$ cat config.mk
export PLATFORM = sky130hd
export DESIGN_NAME = bps_place
export DESIGN_NICKNAME = d
export VERILOG_FILES = /design/src/hw/rtl/bps_pkg.sv /design/src/hw/rtl/bps_place.sv
export SDC_FILE = /design/constraint.sdc
export NUM_CORES = 2
export LEC_CHECK = 0
export ABC_CLOCK_PERIOD_IN_PS = 3900
export BUFFER_PORTS_ARGS = -buffer_cell sky130_fd_sc_hd__buf_2
export CORE_ASPECT_RATIO = 1.5
export CORE_MARGIN = 4
export CORE_UTILIZATION = 35
export DETAILED_ROUTE_END_ITERATION = 10
export GPL_ROUTABILITY_DRIVEN = 1
export SETUP_SLACK_MARGIN = 0.1
export SKIP_CTS_REPAIR_TIMING = 1
export SYNTH_ARGS = -nofsm -noshare
export SYNTH_HDL_FRONTEND = slang
export SYNTH_SLANG_ARGS = --single-unit
export TNS_END_PERCENT = 50
$ cat constraint.sdc
create_clock -name clk_i -period 3.9 [get_ports clk_i]
set_clock_uncertainty 0.2 [all_clocks]
set_input_delay 0.78 -clock clk_i [delete_from_list [all_inputs] [get_ports clk_i]]
set_output_delay 0.78 -clock clk_i [all_outputs]
set_load 0.01 [all_outputs]
$ cat src/hw/rtl/bps_pkg.sv
// ----------------------------------------------------------------------------
// bps_pkg: shared types and constants for the box point sampler
// Field widths, face codes, register indexes and the small helpers used by
// the face selection and placement pipelines.
// ----------------------------------------------------------------------------
package bps_pkg;

  localparam int CoordW = 16;  // signed Q8.8 coordinate
  localparam int FracW  = 16;  // unsigned Q0.16 fraction
  localparam int DiffW  = CoordW + 1;
  localparam int AreaW  = 2 * CoordW;
  localparam int CumW   = AreaW + 3;  // six face areas summed
  localparam int LhsW   = CumW + FracW;
  localparam int NumFaces = 6;

  // Face codes on the output
  typedef enum logic [2:0] {
    FACE_MIN_Z  = 3'd0,
    FACE_MAX_Z  = 3'd1,
    FACE_MIN_Y  = 3'd2,
    FACE_MAX_Y  = 3'd3,
    FACE_MIN_X  = 3'd4,
    FACE_MAX_X  = 3'd5,
    FACE_VOLUME = 3'd6
  } face_e;

  // Configuration register indexes
  typedef enum logic [2:0] {
    REG_MIN_X        = 3'd0,
    REG_MIN_Y        = 3'd1,
    REG_MIN_Z        = 3'd2,
    REG_MAX_X        = 3'd3,
    REG_MAX_Y        = 3'd4,
    REG_MAX_Z        = 3'd5,
    REG_SURFACE_MODE = 3'd6
  } cfg_reg_e;

  // Register file contents plus the signed side lengths
  typedef struct packed {
    logic signed [CoordW-1:0] min_x;
    logic signed [CoordW-1:0] min_y;
    logic signed [CoordW-1:0] min_z;
    logic signed [CoordW-1:0] max_x;
    logic signed [CoordW-1:0] max_y;
    logic signed [CoordW-1:0] max_z;
    logic                     surface_mode;
    logic signed [DiffW-1:0]  dx;
    logic signed [DiffW-1:0]  dy;
    logic signed [DiffW-1:0]  dz;
  } cfg_t;

  typedef struct packed {
    logic [FracW-1:0] rand_a;
    logic [FracW-1:0] rand_b;
    logic [FracW-1:0] rand_c;
  } rands_t;

  // Beat handed from face selection to placement
  typedef struct packed {
    face_e  face;
    rands_t rnd;
  } item_t;

  // Length as sign and magnitude
  typedef struct packed {
    logic              neg;
    logic [CoordW-1:0] mag;
  } len_t;

  // Negative side counts as zero
  function automatic logic [CoordW-1:0] clamp_len(logic signed [DiffW-1:0] d);
    return d[DiffW-1] ? '0 : d[CoordW-1:0];
  endfunction

  // Surface mode clamps, volume mode keeps the sign
  function automatic len_t lane_len(logic signed [DiffW-1:0] d, logic surf);
    len_t l;
    logic signed [DiffW-1:0] nd;
    nd = -d;
    l.neg = 1'b0;
    l.mag = d[CoordW-1:0];
    if (d[DiffW-1]) begin
      if (surf) begin
        l.mag = '0;
      end else begin
        l.neg = 1'b1;
        l.mag = nd[CoordW-1:0];
      end
    end
    return l;
  endfunction

endpackage

$ cat src/hw/rtl/bps_place.sv
// ----------------------------------------------------------------------------
// bps_place: point placement pipeline
// Two stages: per-axis fraction times side length, then offset from the min
// corner or the fixed face coordinate. The last stage is the output register.
// ----------------------------------------------------------------------------
module bps_place (
  input  logic                        clk_i,
  input  logic                        rst_ni,
  input  bps_pkg::cfg_t               cfg_i,
  input  logic                        in_valid_i,
  output logic                        in_ready_o,
  input  bps_pkg::item_t              item_i,
  output logic                        out_valid_o,
  input  logic                        out_ready_i,
  output logic [bps_pkg::CoordW-1:0]  point_x_o,
  output logic [bps_pkg::CoordW-1:0]  point_y_o,
  output logic [bps_pkg::CoordW-1:0]  point_z_o,
  output bps_pkg::face_e              face_o
);

  localparam int CoordW = bps_pkg::CoordW;
  localparam int ProdW  = bps_pkg::FracW + CoordW;

  logic v1_q, v2_q;
  logic rdy1, rdy2;

  assign rdy2 = !v2_q || out_ready_i;
  assign rdy1 = !v1_q || rdy2;
  assign in_ready_o  = rdy1;
  assign out_valid_o = v2_q;

  always_ff @(posedge clk_i or negedge rst_ni) begin
    if (!rst_ni) begin
      v1_q <= 1'b0;
      v2_q <= 1'b0;
    end else begin
      if (rdy1) v1_q <= in_valid_i;
      if (rdy2) v2_q <= v1_q;
    end
  end

  // Stage 1: pick fraction and length per axis, multiply
  logic                       surf, on_x_face;
  logic [bps_pkg::FracW-1:0]  rx, ry, rz;
  bps_pkg::len_t              lx, ly, lz;
  logic [ProdW-1:0]           px, py, pz;

  always_comb begin
    surf      = item_i.face != bps_pkg::FACE_VOLUME;
    on_x_face = (item_i.face == bps_pkg::FACE_MIN_X) ||
                (item_i.face == bps_pkg::FACE_MAX_X);
    lx = bps_pkg::lane_len(cfg_i.dx, surf);
    ly = bps_pkg::lane_len(cfg_i.dy, surf);
    lz = bps_pkg::lane_len(cfg_i.dz, surf);
    rx = item_i.rnd.rand_a;
    ry = on_x_face ? item_i.rnd.rand_a : item_i.rnd.rand_b;
    rz = surf ? item_i.rnd.rand_b : item_i.rnd.rand_c;
    px = ProdW'(rx) * ProdW'(lx.mag);
    py = ProdW'(ry) * ProdW'(ly.mag);
    pz = ProdW'(rz) * ProdW'(lz.mag);
  end

  logic [CoordW-1:0] qx_q, qy_q, qz_q;
  logic              nx_q, ny_q, nz_q;
  bps_pkg::face_e    face1_q;

  // Stage 2: signed offset added to min, or fixed face coordinate
  logic [CoordW-1:0] ox, oy, oz;
  logic [CoordW-1:0] x_d, y_d, z_d;

  always_comb begin
    ox  = nx_q ? (~qx_q + CoordW'(1)) : qx_q;
    oy  = ny_q ? (~qy_q + CoordW'(1)) : qy_q;
    oz  = nz_q ? (~qz_q + CoordW'(1)) : qz_q;
    x_d = cfg_i.min_x + ox;
    y_d = cfg_i.min_y + oy;
    z_d = cfg_i.min_z + oz;
    case (face1_q)
      bps_pkg::FACE_MIN_Z: z_d = cfg_i.min_z;
      bps_pkg::FACE_MAX_Z: z_d = cfg_i.max_z;
      bps_pkg::FACE_MIN_Y: y_d = cfg_i.min_y;
      bps_pkg::FACE_MAX_Y: y_d = cfg_i.max_y;
      bps_pkg::FACE_MIN_X: x_d = cfg_i.min_x;
      bps_pkg::FACE_MAX_X: x_d = cfg_i.max_x;
      default: ;
    endcase
  end

  logic [CoordW-1:0] x_q, y_q, z_q;
  bps_pkg::face_e    face2_q;

  always_ff @(posedge clk_i) begin
    if (rdy1) begin
      qx_q    <= px[ProdW-1:bps_pkg::FracW];
      qy_q    <= py[ProdW-1:bps_pkg::FracW];
      qz_q    <= pz[ProdW-1:bps_pkg::FracW];
      nx_q    <= lx.neg;
      ny_q    <= ly.neg;
      nz_q    <= lz.neg;
      face1_q <= item_i.face;
    end
    if (rdy2) begin
      x_q     <= x_d;
      y_q     <= y_d;
      z_q     <= z_d;
      face2_q <= face1_q;
    end
  end

  assign point_x_o = x_q;
  assign point_y_o = y_q;
  assign point_z_o = z_q;
  assign face_o    = face2_q;

endmodule

[Word level (Yosys, flattened, before mapping)]
Index checks and enable logic that the tools add are counted.
Operators by class
  add/sub/neg operators: 9
  $mul: 3
  divide/modulo/power cells: 0
  $lt $le $gt $ge: 0
  eq/ne operators: 8
  shift-type cells: 0
  mux-type cells: 15
  bitwise gates (word level): 3
  reductions and logical operators: 6
Operator list (number)
  16-bit 2-to-1 mux: 11
  16-bit by 16-bit multiplier with 32-bit output: 3
  16-bit one-hot mux with 2 select lines: 3
  16-bit by 1-bit adder with 16-bit output (second input constant): 3
  16-bit adder: 3
  16-bit negation: 3
  16-bit inverter: 3
  3-bit equality test (second input constant): 4
  3-bit by 2-bit equality test with 1-bit output (second input constant): 2
  3-bit by 1-bit equality test with 1-bit output (second input constant): 1
  3-bit logical NOT: 1
  1-bit logical OR: 3
  3-bit inequality test (second input constant): 1
  1-bit logical NOT: 2
  1-bit 2-to-1 mux: 1
Word-level totals
  register bits: 107
  bits in latches: 0
  RAM bits: 0
  bits in read-only memories: 0
  output and inout bits: 53
  word-level logic and storage cells: 57
  memories: 0

[Depth between registers and ports, before layout]
  depth in word-level cells: 5
  gate-level depth with buffers: 32

[Worst setup path before layout]
OpenSTA, ideal clock, no wires.
  path type: input port to flip-flop
  start point: in cfg_i[0] in the netlist's numbering
  end point: reg qz_q[15], data pin
  arrival: 7.948 ns
  required time: 3.440 ns
  setup slack: -4.508 ns
  stages: 30
  buffers on the path: 0
  cell sequence: inv_1 > ha_1 > or3b_2 > nor3_2 > nand2_1 > or3_1 > or3_1 > o21ai_0 > nand2_1 > o31ai_1 > nand2_1 > fa_1 > inv_1 > fa_1 > fa_1 > fa_1 > fa_1 > inv_1 > fa_1 > inv_1 > ha_1 > a21o_1 > a21oi_1 > o21ai_0 > a211o_1 > o21ai_0 > o31ai_1 > a211o_1 > a21oi_1 > xnor2_1
On the way
  cells in the longest elaborated chain, start to end: 4
Ends and longest elaborated chain
  start, declared: RTL line bps_place.sv:9  | input bps_pkg::cfg_t cfg_i,
  16-bit negation: RTL line bps_pkg.sv:79  | nd = -d;
  16-bit 2-to-1 mux: RTL line bps_pkg.sv:83  | if (surf) begin
  16-bit 2-to-1 mux (*): RTL line bps_pkg.sv:82  | if (d[DiffW-1]) begin
  16-bit by 16-bit multiplier with 32-bit output (*): RTL line bps_place.sv:60  | pz = ProdW'(rz) * ProdW'(lz.mag);
  net pz[31]: RTL line bps_place.sv:46  | logic [ProdW-1:0] px, py, pz;
  end signal, assigned: RTL line bps_place.sv:96  | qz_q <= pz[ProdW-1:bps_pkg::FracW];
  end, declared: RTL line bps_place.sv:63  | logic [CoordW-1:0] qx_q, qy_q, qz_q;
The timed path passes the listed nets; every way through them passes the cells marked *.
A chain may end at the register's enable or synchronous reset.

[Worst setup path after layout]
  start point: in cfg_i[34] in the netlist's numbering
  end point: reg qx_q[14], data pin
On the way
  cells in the longest elaborated chain, start to end: 4
Ends and longest elaborated chain
  16-bit negation: RTL line bps_pkg.sv:79
  16-bit 2-to-1 mux: RTL line bps_pkg.sv:83
  16-bit 2-to-1 mux (*): RTL line bps_pkg.sv:82
  16-bit by 16-bit multiplier with 32-bit output (*): RTL line bps_place.sv:58  | px = ProdW'(rx) * ProdW'(lx.mag);
  net px[30]: RTL line bps_place.sv:46
  end signal, assigned: RTL line bps_place.sv:94  | qx_q <= px[ProdW-1:bps_pkg::FracW];
  end, declared: RTL line bps_place.sv:63
Marks and branches as above.

==> impl_metrics.env <==
export IMPL_critical_path_top_delay_family="adder cells"
export IMPL_seq_area_um2=3203
export IMPL_drv_slew=0
export IMPL_crit_top_cell="fa_1"
export IMPL_remaining_drc_errors=0
export IMPL_numClockSinks=107
export IMPL_fin_crit_sh_pct=203.4
export IMPL_clock_path_buffers=2
export IMPL_gp_congestion=0.9383
export IMPL_path_max_fanout=4
export IMPL_clockRootBuffer="clkbuf_16"
export IMPL_critical_path_required_ps=3830
export IMPL_finalSetupViolCount=48
export IMPL_critPathSlowestCell="fa_1"
export IMPL_viasPerCell=4.877
export IMPL_yosys_area_top_type_share_pct=35.95
export IMPL_synth_cell_types=71
export IMPL_yosysSeqAreaShare_pct=9.884
export IMPL_multi_input_area_um2=27040
export IMPL_synth_top_area_cell="fa_1"
export IMPL_setup_tns_final_ps=-178400
export IMPL_synth_area_per_cell_um2=8.806
export IMPL_violations="setup timing"
export IMPL_crit_path_end_kind="register"
export IMPL_wl_per_cell_um=17.18
export IMPL_rrSetupSlack_ps=100
export IMPL_worst_slack_ps=-4032
export IMPL_min_period_ps=7932
export IMPL_timing_fmax_mhz=126.1
export IMPL_cts_reportedPaths_clkPinSlew_ps=70
export IMPL_initial_utilization_pct=35.33
export IMPL_antenna_found_initial=3
export IMPL_num_rows=136
export IMPL_tightest_slew_ps=1063
export IMPL_syn_nets=4819
export IMPL_nFillCells=8934
export IMPL_wirelength_um=97780
export IMPL_critPathMaxStageDelay_ps=520
export IMPL_crit_arrival_ps=7860
export IMPL_grt_total_usage_pct=19.97
export IMPL_synth_warnings=0
export IMPL_grt_max_degree=56
export IMPL_vias=27760
export IMPL_outcome="finished with violations"
export IMPL_synth_seq_cells=107
export IMPL_cts_tree="yes"
export IMPL_rsz0062_at_grt="yes"
export IMPL_syn_inst=3680
export IMPL_numCtsBuffers=9
export IMPL_die_h_um=380.7
export IMPL_critPathBufInv=4
export IMPL_grt_pass1_vias=29500
export IMPL_dp_hpwl_um=86370
export IMPL_dieArea_um2=97620
export IMPL_io_buffer_count=254
export IMPL_drv_cap=0
export IMPL_num_io_pins=256
export IMPL_htreeDepth=3
export IMPL_start_kind="input port"
export IMPL_synth_edf_count=105
export IMPL_syn_area_um2=32410
export IMPL_p_leak_nw=21.06
export IMPL_clk_latency_ps=370
export IMPL_post_place_ws_ps=-4618
export IMPL_synthArstFlopShare_pct=1.869
export IMPL_critPathKind="in2reg"
export IMPL_grt_pass1_wl_um=156600
export IMPL_hold_class="reg2reg"
export IMPL_area_delta_synth_final_pct=28.06
export IMPL_hold_viol=0
export IMPL_drt_initial_drc_count=1284
export IMPL_drive_above_1_share_pct=25.50
export IMPL_drtPass1Iterations=7
export IMPL_overflow=0
export IMPL_ir_worst_vdd_mv=0.7531
export IMPL_antenna_left=0
export IMPL_coreArea_um2=91720
export IMPL_fin_nets=5651
export IMPL_power_per_cell_area_nw_per_um2=652.6
export IMPL_synth_main_ff_cell="edfxtp_1"
export IMPL_dieWidth_um=256.4
export IMPL_max_slew_margin_rel_pct=29.06
export IMPL_synthTopCellsByArea="fa_1 (36%), ha_1 (14%), edfxtp_1 (9.7%)"
## final cells by class
type / count / area share, %
multi-input cells: 2751 / 65.17
inverters: 713 / 6.539
clock buffers: 12 / 0.5939
diodes: 2 / 0.01206
repair buffers: 930 / 16.35
flip-flops and latches: 107 / 7.718
well taps: 1173 / 3.537
clock inverters: 4 / 0.08140
## worst paths after layout
check                                  start                 endpoint  depth (start not counted)
min                         v1_q$_DFFE_PN0P_  out_valid_o$_DFFE_PN0P_                          1
max in group asynchronous             rst_ni  out_valid_o$_DFFE_PN0P_                          2
min in group asynchronous             rst_ni         v1_q$_DFFE_PN0P_                          2
min reg2reg                 v1_q$_DFFE_PN0P_  out_valid_o$_DFFE_PN0P_                          1
max reg2reg                qy_q[1]$_DFFE_PP_  point_y_o[15]$_DFFE_PP_                         15
max                                cfg_i[34]       qx_q[14]$_DFFE_PP_                         30
## state kept, by name, summed over array words and instances (netlist names)
signal and flops:
point_x_o 16, point_y_o 16, point_z_o 16, qx_q 16
qy_q 16, qz_q 16, face1_q 3, face_o 3
nx_q 1, ny_q 1, nz_q 1, out_valid_o 1
v1_q 1
## power by group
part	leakage, nW	total, W	switching, W	internal (W)
registers	1.09	0.00271	0.000286	0.00242
clock network	0.133	0.000899	0.000443	0.000456
logic	19.8	0.0235	0.0120	0.0115
## cell usage in the layout (no fill, tap or decap), types with 11 or more instances in the layout
cell / netlist / final
o31ai_1: 27 / 18
o21a_1: 12 / 12
nor2b_1: 52 / 50
buf_12: 0 / 28
inv_1: 713 / 702
nand3_1: 24 / 20
and2_1: 82 / 81
nand2_1: 533 / 527
a21oi_1: 92 / 77
mux2i_1: 71 / 70
a211oi_1: 24 / 14
buf_6: 3 / 20
fa_1: 582 / 578
xor2_1: 27 / 26
a21oi_2: 0 / 14
nor3_1: 40 / 27
xnor2_1: 100 / 97
or3_1: 20 / 16
mux2_2: 23 / 23
ha_1: 354 / 340
nor3_2: 2 / 11
buf_4: 1 / 632
a21o_1: 41 / 41
nand2b_1: 44 / 43
ha_4: 0 / 13
a22o_1: 11 / 11
nor2_1: 327 / 310
o21ai_0: 116 / 98
edfxtp_1: 105 / 105
buf_2: 5 / 249
## per-stage QoR
step | instances | utilization [%] | power [W] | area (um^2) | hold slack, ps
finish | 5692 | 45.25 | 0.02708 | 41500 | 268.6
global route | 5690 | 45.24 | 0.03015 | 41490 | 307.9
CTS | 5662 | 44.28 | 0.02521 | 40610 | -53.09
detailed placement | 5646 | 43.97 | 0.02415 | 40330 | 251.6
global placement | 5646 | 43.97 | 0.02384 | 40330 | 245.4
floorplan | 3680 | - | 0.01601 | 32860 | 224.4
## synth_stat cells (44+ instances only)
cell and count:
a21oi_1 92, and2_1 82, clkbuf_1 90, edfxtp_1 105, fa_1 582, ha_1 354, inv_1 713, mux2i_1 71
nand2_1 533, nand2b_1 44, nor2_1 327, nor2b_1 52, o21ai_0 116, xnor2_1 100
## logic make-up after synthesis
family          count (synthesis)  share of synthesized area [%]
compound gates                418                          8.336
xor+xnor                      127                          3.432
fa+ha+maj                     936                          49.62
buf+inv                       822                          9.672
flops                         107                          9.884
mux                            94                          2.992
simple gates                 1176                          16.06
## metal layers
metal	up-vias	global-route usage, %	wire length [um]
met5	-	0	13
met4	2	7.035	3551
met3	154	1.882	4023
met2	682	35.47	48560
met1	13700	25.41	41630
li1	13230	-	-
(Power assumes the default switching activity.)
