<file path="src/hw/rtl/bps_pkg.sv">
// ----------------------------------------------------------------------------
// bps_pkg: shared types and constants for the box point sampler
// Field widths, face codes, register indexes and the small helpers used by
// the face selection and placement pipelines.
// ----------------------------------------------------------------------------
package bps_pkg;

  localparam int CoordW = 16;  // signed Q8.8 coordinate
  localparam int FracW  = 16;  // unsigned Q0.16 fraction
  localparam int DiffW  = CoordW + 1;
  localparam int AreaW  = 2 * CoordW;
  localparam int CumW   = AreaW + 3;  // six face areas summed
  localparam int LhsW   = CumW + FracW;
  localparam int NumFaces = 6;

  // Face codes on the output
  typedef enum logic [2:0] {
    FACE_MIN_Z  = 3'd0,
    FACE_MAX_Z  = 3'd1,
    FACE_MIN_Y  = 3'd2,
    FACE_MAX_Y  = 3'd3,
    FACE_MIN_X  = 3'd4,
    FACE_MAX_X  = 3'd5,
    FACE_VOLUME = 3'd6
  } face_e;

  // Configuration register indexes
  typedef enum logic [2:0] {
    REG_MIN_X        = 3'd0,
    REG_MIN_Y        = 3'd1,
    REG_MIN_Z        = 3'd2,
    REG_MAX_X        = 3'd3,
    REG_MAX_Y        = 3'd4,
    REG_MAX_Z        = 3'd5,
    REG_SURFACE_MODE = 3'd6
  } cfg_reg_e;

  // Register file contents plus the signed side lengths
  typedef struct packed {
    logic signed [CoordW-1:0] min_x;
    logic signed [CoordW-1:0] min_y;
    logic signed [CoordW-1:0] min_z;
    logic signed [CoordW-1:0] max_x;
    logic signed [CoordW-1:0] max_y;
    logic signed [CoordW-1:0] max_z;
    logic                     surface_mode;
    logic signed [DiffW-1:0]  dx;
    logic signed [DiffW-1:0]  dy;
    logic signed [DiffW-1:0]  dz;
  } cfg_t;

  typedef struct packed {
    logic [FracW-1:0] rand_a;
    logic [FracW-1:0] rand_b;
    logic [FracW-1:0] rand_c;
  } rands_t;

  // Beat handed from face selection to placement
  typedef struct packed {
    face_e  face;
    rands_t rnd;
  } item_t;

  // Length as sign and magnitude
  typedef struct packed {
    logic              neg;
    logic [CoordW-1:0] mag;
  } len_t;

  // Negative side counts as zero
  function automatic logic [CoordW-1:0] clamp_len(logic signed [DiffW-1:0] d);
    return d[DiffW-1] ? '0 : d[CoordW-1:0];
  endfunction

  // Surface mode clamps, volume mode keeps the sign
  function automatic len_t lane_len(logic signed [DiffW-1:0] d, logic surf);
    len_t l;
    logic signed [DiffW-1:0] nd;
    nd = -d;
    l.neg = 1'b0;
    l.mag = d[CoordW-1:0];
    if (d[DiffW-1]) begin
      if (surf) begin
        l.mag = '0;
      end else begin
        l.neg = 1'b1;
        l.mag = nd[CoordW-1:0];
      end
    end
    return l;
  endfunction

endpackage

</file>
<file path="src/hw/rtl/bps_face.sv">
// ----------------------------------------------------------------------------
// bps_face: face selection pipeline
// Five stages: input capture, face areas, cumulative areas, pick times total,
// interval search. Volume mode tags the beat as a volume sample.
// ----------------------------------------------------------------------------
module bps_face (
  input  logic                       clk_i,
  input  logic                       rst_ni,
  input  bps_pkg::cfg_t              cfg_i,
  input  logic                       in_valid_i,
  output logic                       in_ready_o,
  input  logic [bps_pkg::FracW-1:0]  pick_i,
  input  bps_pkg::rands_t            rnd_i,
  output logic                       out_valid_o,
  input  logic                       out_ready_i,
  output bps_pkg::item_t             item_o
);

  localparam int CumW = bps_pkg::CumW;

  // Stage valids and load enables
  logic v1_q, v2_q, v3_q, v4_q, v5_q;
  logic rdy1, rdy2, rdy3, rdy4, rdy5;

  assign rdy5 = !v5_q || out_ready_i;
  assign rdy4 = !v4_q || rdy5;
  assign rdy3 = !v3_q || rdy4;
  assign rdy2 = !v2_q || rdy3;
  assign rdy1 = !v1_q || rdy2;
  assign in_ready_o  = rdy1;
  assign out_valid_o = v5_q;

  always_ff @(posedge clk_i or negedge rst_ni) begin
    if (!rst_ni) begin
      v1_q <= 1'b0;
      v2_q <= 1'b0;
      v3_q <= 1'b0;
      v4_q <= 1'b0;
      v5_q <= 1'b0;
    end else begin
      if (rdy1) v1_q <= in_valid_i;
      if (rdy2) v2_q <= v1_q;
      if (rdy3) v3_q <= v2_q;
      if (rdy4) v4_q <= v3_q;
      if (rdy5) v5_q <= v4_q;
    end
  end

  // Stage 1: capture
  logic [bps_pkg::FracW-1:0] pick1_q, pick2_q, pick3_q;
  bps_pkg::rands_t           rnd1_q, rnd2_q, rnd3_q, rnd4_q;

  // Stage 1 -> 2: face areas from clamped sides
  logic [bps_pkg::CoordW-1:0] dx_c, dy_c, dz_c;
  logic [bps_pkg::AreaW-1:0]  axy_d, axz_d, azy_d;
  logic [bps_pkg::AreaW-1:0]  axy_q, axz_q, azy_q;

  always_comb begin
    dx_c  = bps_pkg::clamp_len(cfg_i.dx);
    dy_c  = bps_pkg::clamp_len(cfg_i.dy);
    dz_c  = bps_pkg::clamp_len(cfg_i.dz);
    axy_d = bps_pkg::AreaW'(dx_c) * bps_pkg::AreaW'(dy_c);
    axz_d = bps_pkg::AreaW'(dx_c) * bps_pkg::AreaW'(dz_c);
    azy_d = bps_pkg::AreaW'(dz_c) * bps_pkg::AreaW'(dy_c);
  end

  // Stage 2 -> 3: cumulative face areas
  logic [CumW-1:0] cum_d [bps_pkg::NumFaces];
  logic [CumW-1:0] cum3_q [bps_pkg::NumFaces];
  logic [CumW-1:0] cum4_q [bps_pkg::NumFaces];
  logic [CumW-1:0] s_xy, s_xyz, s_all;

  always_comb begin
    s_xy     = CumW'(axy_q) + CumW'(axz_q);
    s_all    = s_xy + CumW'(azy_q);
    s_xyz    = s_xy << 1;
    cum_d[0] = CumW'(axy_q);
    cum_d[1] = CumW'(axy_q) << 1;
    cum_d[2] = (CumW'(axy_q) << 1) + CumW'(axz_q);
    cum_d[3] = s_xyz;
    cum_d[4] = s_xyz + CumW'(azy_q);
    cum_d[5] = s_all << 1;
  end

  // Stage 3 -> 4: pick fraction times total area
  logic [bps_pkg::LhsW-1:0] lhs_d, lhs4_q;

  assign lhs_d = bps_pkg::LhsW'(pick3_q) * bps_pkg::LhsW'(cum3_q[bps_pkg::NumFaces-1]);

  // Stage 4 -> 5: lowest interval that holds the scaled pick
  bps_pkg::face_e face_d;
  bps_pkg::item_t item5_q;

  always_comb begin
    face_d = bps_pkg::FACE_MIN_Z;
    for (int k = bps_pkg::NumFaces - 1; k >= 0; k--) begin
      if (lhs4_q < {cum4_q[k], {bps_pkg::FracW{1'b0}}}) begin
        face_d = bps_pkg::face_e'(3'(k));
      end
    end
    if (!cfg_i.surface_mode) begin
      face_d = bps_pkg::FACE_VOLUME;
    end
  end

  // Payload registers
  always_ff @(posedge clk_i) begin
    if (rdy1) begin
      pick1_q <= pick_i;
      rnd1_q  <= rnd_i;
    end
    if (rdy2) begin
      pick2_q <= pick1_q;
      rnd2_q  <= rnd1_q;
      axy_q   <= axy_d;
      axz_q   <= axz_d;
      azy_q   <= azy_d;
    end
    if (rdy3) begin
      pick3_q <= pick2_q;
      rnd3_q  <= rnd2_q;
      cum3_q  <= cum_d;
    end
    if (rdy4) begin
      rnd4_q <= rnd3_q;
      lhs4_q <= lhs_d;
      cum4_q <= cum3_q;
    end
    if (rdy5) begin
      item5_q.face <= face_d;
      item5_q.rnd  <= rnd4_q;
    end
  end

  assign item_o = item5_q;

endmodule

</file>
<file path="config.mk">
export PLATFORM = sky130hd
export DESIGN_NAME = bps_face
export DESIGN_NICKNAME = d
export VERILOG_FILES = /design/src/hw/rtl/bps_pkg.sv /design/src/hw/rtl/bps_face.sv
export SDC_FILE = /design/constraint.sdc
export NUM_CORES = 2
export LEC_CHECK = 0
export BUFFER_PORTS_ARGS = -buffer_cell sky130_fd_sc_hd__buf_2
export CORE_MARGIN = 1
export CORE_UTILIZATION = 45
export DETAILED_ROUTE_END_ITERATION = 8
export GPL_TIMING_DRIVEN = 0
export MAX_ROUTING_LAYER = met4
export PLACE_DENSITY = 0.61
export SLEW_MARGIN = 20
export SYNTH_ARGS = -nofsm -noshare
export SYNTH_HDL_FRONTEND = slang
export SYNTH_SLANG_ARGS = --single-unit
</file>
<file path="constraint.sdc">
create_clock -name clk_i -period 13.9 [get_ports clk_i]
set_input_delay 2.78 -clock clk_i [delete_from_list [all_inputs] [get_ports clk_i]]
set_output_delay 2.78 -clock clk_i [all_outputs]
set_load 0.02 [all_outputs]
</file>
Word level (Yosys, flattened, before mapping)
Index checks and enable logic that the tools add are counted. Widths: inputs -> output; s select.

Flip-flop bits (word level): 782. Bits in latches: 0. RAM bits: 0. ROM bits: 0. Input bits: 216. Output and inout bits: 53. Logic and storage cells: 74. Memories kept: 0.

$add $sub $neg: 4. Multipliers: 4. Divide/modulo/power cells: 0. Magnitude comparators: 6. Eq/ne operators: 0. Shifts and indexed selects: 0. Multiplexer cells: 9. Bitwise logic cells: 1. Reductions and logical operators: 11.

Operator list (number): $lt 51x51->1 (4); $mul 16x16->32 (3); $add 33x32->34 (2); $lt 51x48->1 (1); $lt 51x49->1 (1); $mul 16x34->50 (1); $mux 16 (3); $add 34x32->35 (1); $add 32x32->33 (1); $mux 3 (6); $logic_not 1->1 (5); $logic_or 1x1->1 (5); $reduce_or 2->1 (1); $not 1->1 (1).

Logic depth before layout (Yosys ltp)
Depth after elaboration: 7. Mapped depth: 29. Mapped depth without buffers: 26.

Least setup slack after synthesis
Ideal clock, no wire load.

Path kind: input-to-output. From: input out_ready_i. To: output in_ready_o. Data arrival time: 9.460 ns. Data required time: 11.120 ns. Path slack: 1.660 ns. Cell stages on the path: 4. Buffers on the path: 0. Cell sequence: nor2b_1 > nand4_1 > inv_1 > nand2_1.

Word-level cells in the longest chain between the ends: 5.

Ends and longest elaborated chain: from (decl) (RTL line bps_face.sv:15) `input logic out_ready_i,`; $logic_or 1x1->1 (RTL line bps_face.sv:25) `assign rdy5 = !v5_q || out_ready_i;`; $logic_or 1x1->1 (RTL line bps_face.sv:26) `assign rdy4 = !v4_q || rdy5;`; $logic_or 1x1->1 (RTL line bps_face.sv:27) `assign rdy3 = !v3_q || rdy4;`; $logic_or 1x1->1 (RTL line bps_face.sv:28) `assign rdy2 = !v2_q || rdy3;`; via rdy2 (RTL line bps_face.sv:23) `logic rdy1, rdy2, rdy3, rdy4, rdy5;`; $logic_or 1x1->1 (RTL line bps_face.sv:29) `assign rdy1 = !v1_q || rdy2;`; to (decl) (RTL line bps_face.sv:11) `output logic in_ready_o,`.

The timed path passes the listed nets, and every way through them passes these cells.

Final worst setup path
From: input cfg_i[16] (netlist bit). To: register axz_q[30] (netlist bit) (data pin).

Word-level cells in the longest chain between the ends: 2.

Ends and longest elaborated chain: from (decl) (RTL line bps_face.sv:9) `input bps_pkg::cfg_t cfg_i,`; $mux 16 (RTL line bps_pkg.sv:72) `return d[DiffW-1] ? '0 : d[CoordW-1:0];`; $mul 16x16->32 (RTL line bps_face.sv:63) `axz_d = bps_pkg::AreaW'(dx_c) * bps_pkg::AreaW'(dz_c);`; via axz_d, one bit (RTL line bps_face.sv:55) `logic [bps_pkg::AreaW-1:0] axy_d, axz_d, azy_d;`; to (signal assigned) (RTL line bps_face.sv:116) `axz_q <= axz_d;`; to (decl) (RTL line bps_face.sv:56) `logic [bps_pkg::AreaW-1:0] axy_q, axz_q, azy_q;`.

The timed path passes the listed nets, and every way through them passes these cells. A chain may end at the register's enable or synchronous reset.

==> metrics.csv <==
stage;metric;value;unit
worst_setup_path;worst setup path category;input port to register;
yosys;mapped cell area;74780;sq um
global_routing;initial antenna violation count;6;
drt;DR vias;50670;
timing;slew margin rel.;17.06;%
layout;layout overhead on the synthesized area;9.278;%
worst_setup_path;Worst Path Required;14.33;ns
layout;fill cell count;15010;
floorplan;Die X-Extent;409.6;um
global_routing;gr usage total;27.33;%
yosys;Syn Inst Count;7089;
timing;crit path time final;11.65;ns
place;PortBufs;172;
timing;setup_tns;0;ns
drt;DRC;12;
timing;fin crit share;83.80;%
clock_network;# H-tree levels;3;
floorplan;core area;165000;sq um
timing;final setup violating endpoints;0;
layout;most frequent cells in the layout;1386 x inv_1, 1031 x fa_1, 823 x nand2_1, 758 x edfxtp_1, 751 x ha_1;
yosys;#FFs+latches synth;763;
clock_network;clk slew on worst S/H paths;0.06;ns
timing;RSZ-0062 raised after global routing;false;
worst_setup_path;Crit path top cell by count;fa_1;
clock_network;cts bufs inserted;79;
floorplan;Die Y;409.6;um
yosys;Seq/Total Area, Yosys;30.61;%
global_routing;pin count of the biggest net entering global routing;58;
timing;Worst Tran Pin Value;1.244;ns
drt;Detailed Route WL;217200;um
worst_setup_path;CP max-delay cell;a2111oi_0;
clock_network;Post-CTS Hold Fix Bufs;0;
floorplan;Initial Util;45.32;%
timing;clk_skew;0.02200;ns
clock_network;post-cts repair resize count;0;
global_routing;GRT overflow;0;
status;failing checks;DRC;
worst_setup_path;Worst Path Arrival;12.07;ns
timing;Slew Limit Fails;0;
drt;DR WL/cell;22.56;um
yosys;syn_nets;9087;
floorplan;# rows;149;
clock_network;clk root buf;clkbuf_16;
floorplan;I/O Pins;269;
worst_setup_path;crit path max fanout;10;
status;outcome;finished with violations;
layout;commonest non-fill, non-tap cell in the layout;inv_1;
yosys;Synth Warn #;0;
global_routing;vias in the first global route;54990;
drt;number of DRC markers in iteration 0;2879;
flow_run;max-cap viol count;0;
floorplan;Die ar.;167800;sq um
place;pre-CTS setup slack;1.796;ns
timing;fin worst setup slack;2.252;ns
worst_setup_path;CP endpoint kind;register;
layout;Total Nets Final;9367;
clock_network;CTS tree;built;
timing;final hold viol count;0;
clock_network;Clk Latency, worst-skew pair;0.68;ns
place;RD Place Congestion;0.9712;
yosys;Post-synth EDFFs;758;
drt;ANT nets after route;0;
layout;share of cells above drive strength 1;4.775;%
clock_network;Sink Count;763;
yosys;share of synthesized registers carrying an async set or reset;0.6553;%
drt;Detailed Routing Iterations Pass 1;9;
place;Placed Area;78900;sq um
layout;Final Cell Area;81720;sq um
global_routing;first-pass GRT wire length;332700;um
yosys;number of distinct library cells after synthesis;82;
clock_network;Post-CTS Setup Inserts;0;
place;DP HPWL;179000;um
worst_setup_path;startpoint types;input port;
yosys;Syn Area/Cell;10.55;sq um
drt;Via density;5.265;
clock_network;Clock Path Buffers;3;
timing;Fmax;0.08585;GHz
min_path;Min-Delay Path Class;register to register;
yosys;Main synth FF type;edfxtp_1;
worst_setup_path;crit-path max cell delay;0.92;ns
==> flip-flops by register name (all words and copies together), names as in the netlist, 16 cells and up <==
register  cells
cum3_q      168
rnd3_q       48
azy_q        32
pick3_q      16
pick2_q      16
rnd1_q       48
axz_q        32
cum4_q      168
axy_q        32
item_o       51
lhs4_q       35
rnd2_q       48
rnd4_q       48
pick1_q      16
==> cell families after synthesis <==
family	after synthesis	synth area share (%)
AND/OR/NAND/NOR	1912	11.58
adder cells (fa/ha/maj)	1782	40.17
buffers and inverters	1634	8.202
AO/OA/AOI/OAI	774	6.822
flip-flops	763	30.61
XOR/XNOR	224	2.624
==> synthesized netlist by cell type, types with 14 or more instances <==
| cell type | number | area [sq um] |
|---|---|---|
| a2111oi_0 | 14 | 122.6 |
| nor3_1 | 26 | 130.1 |
| a211oi_1 | 21 | 157.7 |
| edfxtp_1 | 758 | 22760 |
| xor2_1 | 69 | 604.3 |
| xnor2_1 | 155 | 1358 |
| nand4_1 | 43 | 269.0 |
| inv_1 | 1387 | 5206 |
| and2_1 | 250 | 1564 |
| fa_1 | 1031 | 20640 |
| o21a_1 | 40 | 300.3 |
| and3_1 | 18 | 112.6 |
| o21bai_1 | 36 | 270.3 |
| nand2_1 | 825 | 3097 |
| nor2b_1 | 90 | 563.0 |
| a21oi_1 | 240 | 1201 |
| o21ai_0 | 115 | 575.6 |
| nor2_1 | 488 | 1832 |
| a31oi_1 | 24 | 150.1 |
| nand3_1 | 40 | 200.2 |
| a21o_1 | 165 | 1239 |
| nand2b_1 | 90 | 563.0 |
| ha_1 | 751 | 9397 |
| clkbuf_1 | 236 | 885.9 |
==> path summary, 6_finish.rpt <==
| kind | start | end | slack (ns) | depth (start not counted) |
|---|---|---|---|---|
| setup / recovery | cfg_i[16] | axz_q[30]$_DFFE_PP_ | 2.25 | 28 |
| hold / removal | rnd2_q[5]$_DFFE_PP_ | rnd3_q[5]$_DFFE_PP_ | 0.40 | 0 |
| setup reg to reg | pick3_q[9]$_DFFE_PP_ | lhs4_q[49]$_DFFE_PP_ | 5.28 | 24 |
| hold reg to reg | rnd2_q[5]$_DFFE_PP_ | rnd3_q[5]$_DFFE_PP_ | 0.40 | 0 |
| max in group asynchronous | rst_ni | v1_q$_DFFE_PN0P_ | 11.87 | 1 |
| min in group asynchronous | rst_ni | v3_q$_DFFE_PN0P_ | 1.90 | 1 |
==> cell type report <==
class                   instances  area (sq um)  share of cell area [%]
multi-input cells            4692         45790                   56.04
plain buffers                 247         930.9                   1.139
clock inverters                54         750.7                  0.9187
well taps                    2189          2739                   3.352
diodes                          1         2.502                0.003062
inverters                    1387          5209                   6.374
clock buffers                  92          2066                   2.528
repair buffers                199          1338                   1.637
flip-flops and latches        763         22890                   28.01
==> critical path: cells and delay by family <==
family,cells,cell delay (ns)
AOI/OAI and AO/OA,7,2.23
xor gates and xnor gates,1,0.25
adders and majority gates,7,3.39
buffers and inverters,9,2.40
and+or+nand+nor,4,1.00
==> stage by stage <==
stage	std cells	hold slack (ns)	utilization, %
floorplan	7089	0.4003	-
global placement	9450	0.4002	47.50
detailed placement	9477	0.4045	47.82
CTS	9623	0.4019	49.53
global route	9624	0.4067	49.53
finish	9624	0.4013	49.53
==> routing by layer <==
metal	up-vias	GRT usage [%]	routed length, um
met5	-	-	0
met4	0	12.56	11720
met3	472	3.114	10410
met2	1385	46.54	108000
met1	25650	32.41	87010
li1	23160	-	-
Power is left out: the tool's default activity adds up to more than one toggle a clock period on the data nets, which glitch-free logic cannot reach.
