## config.mk

```make
export PLATFORM = sky130hd
export DESIGN_NAME = bps_cfg
export DESIGN_NICKNAME = d
export VERILOG_FILES = /design/src/hw/rtl/bps_pkg.sv /design/src/hw/rtl/bps_cfg.sv
export SDC_FILE = /design/constraint.sdc
export NUM_CORES = 1
export LEC_CHECK = 0
export ABC_AREA = 1
export BUFFER_PORTS_ARGS = -buffer_cell sky130_fd_sc_hd__buf_4
export CAP_MARGIN = 20
export CORE_MARGIN = 3
export CORE_UTILIZATION = 46
export CTS_BUF_LIST = sky130_fd_sc_hd__clkbuf_2
export CTS_CLUSTER_DIAMETER = 80
export DETAILED_ROUTE_END_ITERATION = 8
export PLACE_DENSITY = 0.81
export SLEW_MARGIN = 30
export SYNTH_ARGS = -nofsm -noshare
export SYNTH_HDL_FRONTEND = slang
export SYNTH_SLANG_ARGS = --single-unit
```

## constraint.sdc

```tcl
create_clock -name clk_i -period 4.96 [get_ports clk_i]
set_input_delay 0.744 -clock clk_i [delete_from_list [all_inputs] [get_ports clk_i]]
set_output_delay 0.744 -clock clk_i [all_outputs]
set_load 0.005 [all_outputs]
```

## src/hw/rtl/bps_pkg.sv

```systemverilog
// ----------------------------------------------------------------------------
// bps_pkg: shared types and constants for the box point sampler
// Field widths, face codes, register indexes and the small helpers used by
// the face selection and placement pipelines.
// ----------------------------------------------------------------------------
package bps_pkg;

  localparam int CoordW = 16;  // signed Q8.8 coordinate
  localparam int FracW  = 16;  // unsigned Q0.16 fraction
  localparam int DiffW  = CoordW + 1;
  localparam int AreaW  = 2 * CoordW;
  localparam int CumW   = AreaW + 3;  // six face areas summed
  localparam int LhsW   = CumW + FracW;
  localparam int NumFaces = 6;

  // Face codes on the output
  typedef enum logic [2:0] {
    FACE_MIN_Z  = 3'd0,
    FACE_MAX_Z  = 3'd1,
    FACE_MIN_Y  = 3'd2,
    FACE_MAX_Y  = 3'd3,
    FACE_MIN_X  = 3'd4,
    FACE_MAX_X  = 3'd5,
    FACE_VOLUME = 3'd6
  } face_e;

  // Configuration register indexes
  typedef enum logic [2:0] {
    REG_MIN_X        = 3'd0,
    REG_MIN_Y        = 3'd1,
    REG_MIN_Z        = 3'd2,
    REG_MAX_X        = 3'd3,
    REG_MAX_Y        = 3'd4,
    REG_MAX_Z        = 3'd5,
    REG_SURFACE_MODE = 3'd6
  } cfg_reg_e;

  // Register file contents plus the signed side lengths
  typedef struct packed {
    logic signed [CoordW-1:0] min_x;
    logic signed [CoordW-1:0] min_y;
    logic signed [CoordW-1:0] min_z;
    logic signed [CoordW-1:0] max_x;
    logic signed [CoordW-1:0] max_y;
    logic signed [CoordW-1:0] max_z;
    logic                     surface_mode;
    logic signed [DiffW-1:0]  dx;
    logic signed [DiffW-1:0]  dy;
    logic signed [DiffW-1:0]  dz;
  } cfg_t;

  typedef struct packed {
    logic [FracW-1:0] rand_a;
    logic [FracW-1:0] rand_b;
    logic [FracW-1:0] rand_c;
  } rands_t;

  // Beat handed from face selection to placement
  typedef struct packed {
    face_e  face;
    rands_t rnd;
  } item_t;

  // Length as sign and magnitude
  typedef struct packed {
    logic              neg;
    logic [CoordW-1:0] mag;
  } len_t;

  // Negative side counts as zero
  function automatic logic [CoordW-1:0] clamp_len(logic signed [DiffW-1:0] d);
    return d[DiffW-1] ? '0 : d[CoordW-1:0];
  endfunction

  // Surface mode clamps, volume mode keeps the sign
  function automatic len_t lane_len(logic signed [DiffW-1:0] d, logic surf);
    len_t l;
    logic signed [DiffW-1:0] nd;
    nd = -d;
    l.neg = 1'b0;
    l.mag = d[CoordW-1:0];
    if (d[DiffW-1]) begin
      if (surf) begin
        l.mag = '0;
      end else begin
        l.neg = 1'b1;
        l.mag = nd[CoordW-1:0];
      end
    end
    return l;
  endfunction

endpackage

```

## src/hw/rtl/bps_cfg.sv

```systemverilog
// ----------------------------------------------------------------------------
// bps_cfg: configuration registers
// Holds the box corners and the mode, and derives the signed side lengths.
// ----------------------------------------------------------------------------
module bps_cfg (
  input  logic                      clk_i,
  input  logic                      rst_ni,
  input  logic                      cfg_we_i,
  input  logic [2:0]                cfg_idx_i,
  input  logic [bps_pkg::CoordW-1:0] cfg_wdata_i,
  output bps_pkg::cfg_t             cfg_o
);

  logic signed [bps_pkg::CoordW-1:0] min_x_q, min_y_q, min_z_q;
  logic signed [bps_pkg::CoordW-1:0] max_x_q, max_y_q, max_z_q;
  logic                              surface_q;

  // Register writes
  always_ff @(posedge clk_i or negedge rst_ni) begin
    if (!rst_ni) begin
      min_x_q   <= '0;
      min_y_q   <= '0;
      min_z_q   <= '0;
      max_x_q   <= bps_pkg::CoordW'(256);
      max_y_q   <= bps_pkg::CoordW'(256);
      max_z_q   <= bps_pkg::CoordW'(256);
      surface_q <= 1'b0;
    end else if (cfg_we_i) begin
      case (cfg_idx_i)
        bps_pkg::REG_MIN_X:        min_x_q   <= cfg_wdata_i;
        bps_pkg::REG_MIN_Y:        min_y_q   <= cfg_wdata_i;
        bps_pkg::REG_MIN_Z:        min_z_q   <= cfg_wdata_i;
        bps_pkg::REG_MAX_X:        max_x_q   <= cfg_wdata_i;
        bps_pkg::REG_MAX_Y:        max_y_q   <= cfg_wdata_i;
        bps_pkg::REG_MAX_Z:        max_z_q   <= cfg_wdata_i;
        bps_pkg::REG_SURFACE_MODE: surface_q <= cfg_wdata_i[0];
        default: ;
      endcase
    end
  end

  // Side lengths, one bit wider so they cannot wrap
  always_comb begin
    cfg_o.min_x        = min_x_q;
    cfg_o.min_y        = min_y_q;
    cfg_o.min_z        = min_z_q;
    cfg_o.max_x        = max_x_q;
    cfg_o.max_y        = max_y_q;
    cfg_o.max_z        = max_z_q;
    cfg_o.surface_mode = surface_q;
    cfg_o.dx = bps_pkg::DiffW'(max_x_q) - bps_pkg::DiffW'(min_x_q);
    cfg_o.dy = bps_pkg::DiffW'(max_y_q) - bps_pkg::DiffW'(min_y_q);
    cfg_o.dz = bps_pkg::DiffW'(max_z_q) - bps_pkg::DiffW'(min_z_q);
  end

endmodule

```

Word-level counts from Yosys, hierarchy flattened
Cells that the tools add are included.
Storage, ports and cells
  register bits: 97
  word-level logic and storage cells: 24
  input bits: 22
  output and inout bits: 148
Cells by class
  equal/unequal tests: 6
  reductions and logical operators: 8
  add/subtract/negate cells: 3
Operator list (count)
  $sub A16 B16 Y17: 3
  $reduce_and A2 Y1: 7
  $eq A3 B3 Y1 const B: 3
  $eq A3 B2 Y1 const B: 2
  $eq A3 B1 Y1 const B: 1
  $logic_not A3 Y1: 1

Depth between registers and ports, before layout
Gate-level depths: netlist of the first run.
  word-level depth: 2
  depth in mapped cells: 12
  depth with buffers taken out: 12

Least setup slack after synthesis of the first run
OpenSTA, ideal clock, no wires.
  kind: reg2out
  from: register max_y_q[0] (netlist bit)
  to: output port cfg_o[31] (netlist bit)
  required time: 4.216 ns
  slack: 2.645 ns
  arrival: 1.571 ns
  buffers on the path: 0
  cell stages (with the launch flop): 13
  cell sequence: dfrtp_1 -> inv_1 -> ha_1 -> fa_1 -> inv_1 -> nand2_1 -> nand2_1 -> nand3_1 -> nand2_1 -> nand2_1 -> nand2_1 -> nand2_1 -> nand2_1
RTL lines
  start, declared: line bps_cfg.sv:15  | logic signed [bps_pkg::CoordW-1:0] max_x_q, max_y_q, max_z_q;
  start signal, assigned: line bps_cfg.sv:25  | max_y_q <= bps_pkg::CoordW'(256);
  start signal, assigned: line bps_cfg.sv:34  | bps_pkg::REG_MAX_Y: max_y_q <= cfg_wdata_i;
  end, declared: line bps_cfg.sv:11  | output bps_pkg::cfg_t cfg_o

==> flow_summary.yaml, run 1 <==
global_routing:
  grt_pass1_vias: 5977
  grt_overflow: 0
  antenna_found_initial: 0
  grt_max_degree: 50
  grt_util_all_layers_pct: 22.1
  grt_pass1_wl_um: 29300
timing:
  drv_slew: 0
  finalSetupTns_ps: 0
  fmax_ghz: 0.305
  finalCritPeriodShare_pct: 66.1
  hold_violations: 0
  max_slew.worst_pin.slew_ps: 699
  setup_viol: 0
  slew_headroom_pct: 53.2
  finalClockSkew_ps: 0
  period_minus_slack_ps: 3280
  rsz0062_at_grt: "no"
place:
  place_hpwl_um: 14600
  placed_cell_area_um2: 8190
  placedCellCount: 1324
  io_buffers: 169
  place_congestion: 0.921
worst_setup_path:
  worstPathArrival_ps: 2540
  path_class: "flop to primary output"
  reg2reg_from: "max_y_q[8]"
  crit_path_start_kind: "flop"
  cp-end-kind: "primary output"
  worstPathMaxFanout: 3
  crit_path_start: "max_z_q[0]"
  cp.required_ps: 4220
synth:
  synth_mux_area_share_pct: 0
  synth-xor-area-share_pct: 2.68
  synth-edff-count: 0
  synth_compound_area_share_pct: 11.2
  ys_warn_count: 0
  synth_simple_gate_area_share_pct: 26.9
  ys_top_cells_by_area: "dfrtp_1 (34%), nand2_1 (21%), inv_1 (12%), ha_1 (8.8%), o21ai_2 (4.2%)"
  synth_area_per_cell_um2: 6.90
  synthArstFlopShare_pct: 100
  yosys.cell_types.count: 25
  synth_top_area_cell: "dfrtp_1"
  synth_nets: 1066
  netlist_area_um2: 6850
  synthMostInstantiatedCell: "nand2_1"
  yosysSeqAreaShare_pct: 35.5
  synth-adder-area-share_pct: 9.64
  synthCells: 993
  synth_top_family_by_area: "simple AND/OR/NAND/NOR gates"
  synthFlopType: "dfrtp_1"
  ys_ff_latch: 97
  synth_top_area_share_pct: 34.3
  ys_top_cells_by_count: "nand2_1 (378), inv_1 (212), dfrtp_1 (94)"
die:
  rows: 43
  fp.dieH_um: 128
  die_w_um: 128
  ioPinCount: 170
  coreArea_um2: 14200
  die-area_um2: 16400
  start_util_pct: 48.2
finish:
  drive_gt1_share_pct: 20.1
  n_antenna_cell: 0
  n_fill_cell: 1389
  area_growth_pct: 21.2
  final_cell_area_um2: 8310
  final_cells: 1340
  num-nets-final: 1228
detailed_routing:
  vias: 6507
  dr.pass1.iters: 5
  finalWirelength_um: 18100
  drc: 0
  via_per_inst: 4.86
  ant_nets: 0
  routedWlPerCell_um: 13.5
  drt_iter0_drc: 313
power:
  power_density_nw_per_um2: 460
  p_leak_nw: 5.04
  vdd.ir_drop.worst_mv: 0.221
clock_tree:
  clkSinkCount: 97
  cts_htree_levels: 3
  cts_resized: 0
  cts_root_buf: "clkbuf_2"
  post_cts_buffers: 0
  cts.path.max_buffers: 2
  clk_latency_ps: 570
  hold_buffers: 0
  cts_made_buffers: 9
  clk_pin_slew_worst_paths_ps: 290
  cts_tree: "done"
status:
  status: "completed"
hold_path:
  hold_class: "input pin to async pin"
job:
  maxCapViolations: 0
==> layout make-up <==
type                    instances  area, µm²  share of cell area (%)
multi-input cells             664       3460                    41.6
flip-flops and latches         97       2430                    29.3
repair buffers                170       1280                    15.4
inverters                     213        800                    9.62
well taps                     180        225                    2.71
clock inverters                 6       66.3                   0.798
clock buffers                  10       50.0                   0.602
==> cells in the final DEF (no fill, tap or decap) <==
cell        count
nor2_4          1
xor2_1         13
inv_1         212
inv_2           1
o21ai_0        25
nand2_2         7
a21oi_1        31
bufinv_16       1
clkinv_4        1
dfstp_2         3
nand3_2         1
dfrtp_1        94
nand2_1       377
or2_1           5
nor3_1         12
clkbuf_2       10
ha_1           48
a31oi_1         1
o21ai_1        38
xnor2_1         8
o21ai_2        33
clkinv_1        1
nand3_1        35
inv_6           1
nor2_2          2
nor2_1         24
fa_1            3
clkinvlp_4      2
buf_4         170
==> registers in the layout (all words and copies together) (netlist names) <==
register	flops
max_y_q	16
min_x_q	16
min_z_q	16
min_y_q	16
max_x_q	16
surface_q	1
max_z_q	16
==> metrics by stage <==
stage                     hold WS [ps]  utilization [%]  power [mW]  setup WS [ps]
after floorplan                    448                -        2.44           2650
after global placement             479             57.7        3.40           2440
after detailed placement           483             57.7        3.46           2350
after CTS                          108             58.5        3.85           1640
after global routing              92.4             58.5        4.22           1420
final                              136             58.5        3.82           1680
==> power breakdown <==
| part | internal [mW] | leakage (nW) | switching, mW |
|---|---|---|---|
| registers | 0.942 | 1.21 | 0.158 |
| clock network | 0.119 | 0.0662 | 0.270 |
| logic | 1.10 | 3.76 | 1.23 |
==> worst max-delay path: stages (launching register included) <==
cell,delay [ps]
dfrtp_1,440
inv_1,50
ha_1,220
fa_1,410
inv_1,80
nand2_1,40
nand2_1,110
nand3_1,90
nand2_1,160
nand2_1,90
nand2_1,70
nand2_1,50
nand2_1,50
buf_4,100
==> worst paths after layout <==
check | slack (ps) | to | cells past startpoint
hold / removal | 140 | min_z_q[1] | 1
setup reg to reg | 4120 | max_y_q[8] | 2
max in group asynchronous | 3740 | max_x_q[10] | 2
min in group clk_i | 510 | surface_q | 4
hold reg to reg | 520 | max_z_q[8] | 2
setup / recovery | 1680 | cfg_o[12] | 13
==> logic make-up after synthesis <==
group | Yosys count
xor gates and xnor gates | 21
DFF | 97
adders and majority gates | 51
AOI/OAI and AO/OA | 128
buffers and inverters | 232
and+or+nand+nor | 464
==> routing by layer <==
layer	GRT usage, %	vias to the layer above	routed length, µm
met1	28.4	2958	7880
li1	-	3356	-
met2	38.2	181	8820
met4	3.62	0	145
met3	5.42	12	1210
met5	0	-	0
No activity file was read; power rests on OpenSTA's default activity.
==> run 2, diff against run 1 <==
Settings changed: PLACE_DENSITY 0.81 to 0.84.
Clock period 4.96 ns to 2.89 ns, I/O delays scaled along.
==> run 2 against run 1 <==
Critical path depth down 1. Sequential cell count is the same. Clock-buffer cell count rose by 2. Critical endpoint is now cfg_o[31]. Clock skew unchanged. Core utilization rose by 2.5 points. Highest routed layer unchanged. Hold slack improved by 88 ps. First-iteration DRC count rose by 24%. Die area did not move. Cell count is 1.6% higher. Sequential power increased by 72%. Non-clock buffer count rose by 22. Critical path type unchanged. Largest cell class unchanged.
==> flow_summary.yaml, run 2 (same netlist as run 1, synthesis figures left out) <==
status:
  status: "completed"
die:
  coreArea_um2: 14200
  die-area_um2: 16400
  fp.dieH_um: 128
  start_util_pct: 48.2
  rows: 43
  die_w_um: 128
  ioPinCount: 170
finish:
  n_antenna_cell: 0
  final_common_cell: "nand2_1"
  final_cell_mix: "nand2_1 (358), inv_1 (211), buf_4 (189)"
  final_cell_area_um2: 8670
  drive_gt1_share_pct: 24.5
  area_growth_pct: 26.5
  final_cells: 1362
  num-nets-final: 1250
worst_setup_path:
  path_class: "flop to primary output"
  critPathBufInv: 2
  cp.depth: 12
  worstPathCellList: "ha_4, fa_2, inv_2, nand2_2, nand2_4, nand3_2, nand2_4, nand2_2, nand2_1, nand2_1, nand2_1, buf_4"
  crit_top_cell: "nand2_1"
  worstPathMaxFanout: 3
  critPathTopFamily: "adder cells"
  r2r.worst_path.cells: 4
  worstPathArrival_ps: 2380
  max_stage_delay_ps: 490
  reg2reg_from: "min_y_q[0]"
  crit_path_start_kind: "flop"
  cp-end-kind: "primary output"
  crit_path_start: "min_y_q[0]"
  cpMaxStageDelayCell: "dfrtp_1"
  cp.required_ps: 2460
detailed_routing:
  drc: 0
  finalWirelength_um: 18900
  routedWlPerCell_um: 13.9
  ant_nets: 0
  dr.pass1.iters: 5
  vias: 6720
  via_per_inst: 4.93
  drt_iter0_drc: 388
clock_tree:
  clk_latency_ps: 540
  clkSinkCount: 97
  cts_htree_levels: 3
  cts_root_buf: "clkbuf_2"
  cts.path.max_buffers: 2
  clk_pin_slew_worst_paths_ps: 260
  cts_made_buffers: 9
  cts_tree: "done"
power:
  p_leak_nw: 5.18
  vdd.ir_drop.worst_mv: 0.390
  power_density_nw_per_um2: 799
timing:
  rsz0062_at_grt: "yes"
  fmax_ghz: 0.356
  finalClockSkew_ps: 0
  slew_headroom_pct: 51.2
  setup_viol: 0
  period_minus_slack_ps: 2810
  whs_ps: 224
  finalCritPeriodShare_pct: 97.2
  max_slew.worst_pin.slew_ps: 730
  hold_violations: 0
  finalSetupTns_ps: 0
  worst_slack_ps: 79.7
  drv_slew: 0
place:
  placedCellCount: 1325
  pre_cts_slack_ps: 624
  placed_cell_area_um2: 8210
  io_buffers: 169
  place_hpwl_um: 14600
  place_congestion: 0.930
job:
  maxCapViolations: 0
global_routing:
  grt_pass1_wl_um: 29500
  grt_util_all_layers_pct: 22.3
  grt_pass1_vias: 6135
  antenna_found_initial: 0
  grt_max_degree: 55
  grt_overflow: 0
hold_path:
  whs_path_depth: 4
  hold_class: "input pin to flop"
  worstHoldStart: "cfg_we_i"
[run 2: changes by cell type in the layout (fill, tap and decap cells not counted), moves of 3 or more]
| cell | delta |
|---|---|
| nand2_4 | +5 |
| ha_1 | -4 |
| fa_1 | -3 |
| nand3_2 | +4 |
| nand2_2 | +14 |
| nand2_1 | -19 |
| nand3_1 | -5 |
| buf_4 | +19 |
| fa_2 | +3 |
[run 2: power by group]
group | switching (mW) | internal [mW]
sequential | 0.270 | 1.62
combinational | 2.26 | 2.03
clock | 0.447 | 0.300
total | 2.98 | 3.95
[run 2: worst paths after layout]
path                               end  slack [ps]
max in group asynchronous   max_y_q[8]        1810
setup / recovery             cfg_o[31]          80
hold / removal               surface_q         220
hold reg to reg             max_z_q[8]         510
setup reg to reg            min_y_q[0]        1900
min in group asynchronous  min_z_q[12]         360
[run 2: timing repair]
item	in CTS	in global routing
setup endpoints to repair	10	24
hold buffers	1	0
pin swaps	0	11
endpoints found under the hold margin	41	0
setup buffers	5	15
gates resized for setup	2	42
[run 2: metrics by stage]
step / power (mW) / util [%]
after floorplan: 4.19 / -
after global placement: 5.84 / 57.8
after detailed placement: 5.94 / 57.8
after CTS: 6.72 / 59.1
after global routing: 7.58 / 61.0
final: 6.93 / 61.0
[run 2: worst min-delay path, delay by kind of cell]
family,cells,cell delay [ps]
and+or+nand+nor,1,60
buffers and inverters,2,160
AOI/OAI and AO/OA,1,90
[run 2: cell type report]
cell class / instances / area [µm²]
Clock inverter: 4 / 76.3
Multi-Input combinational cell: 664 / 3620
Tap cell: 180 / 225
Sequential cell: 97 / 2430
Clock buffer: 12 / 60.1
Inverter: 213 / 800
Fill cell: 1307 / 5540
Timing Repair Buffer: 192 / 1460
[run 2: metal layers]
metal | global-route usage (%) | part of all wire, % | vias up
met4 | 4.93 | 1.7 | 0
li1 | - | - | 3377
met2 | 38.9 | 49 | 195
met3 | 4.75 | 7.1 | 34
met5 | 0 | 0 | -
met1 | 28.3 | 42 | 3114
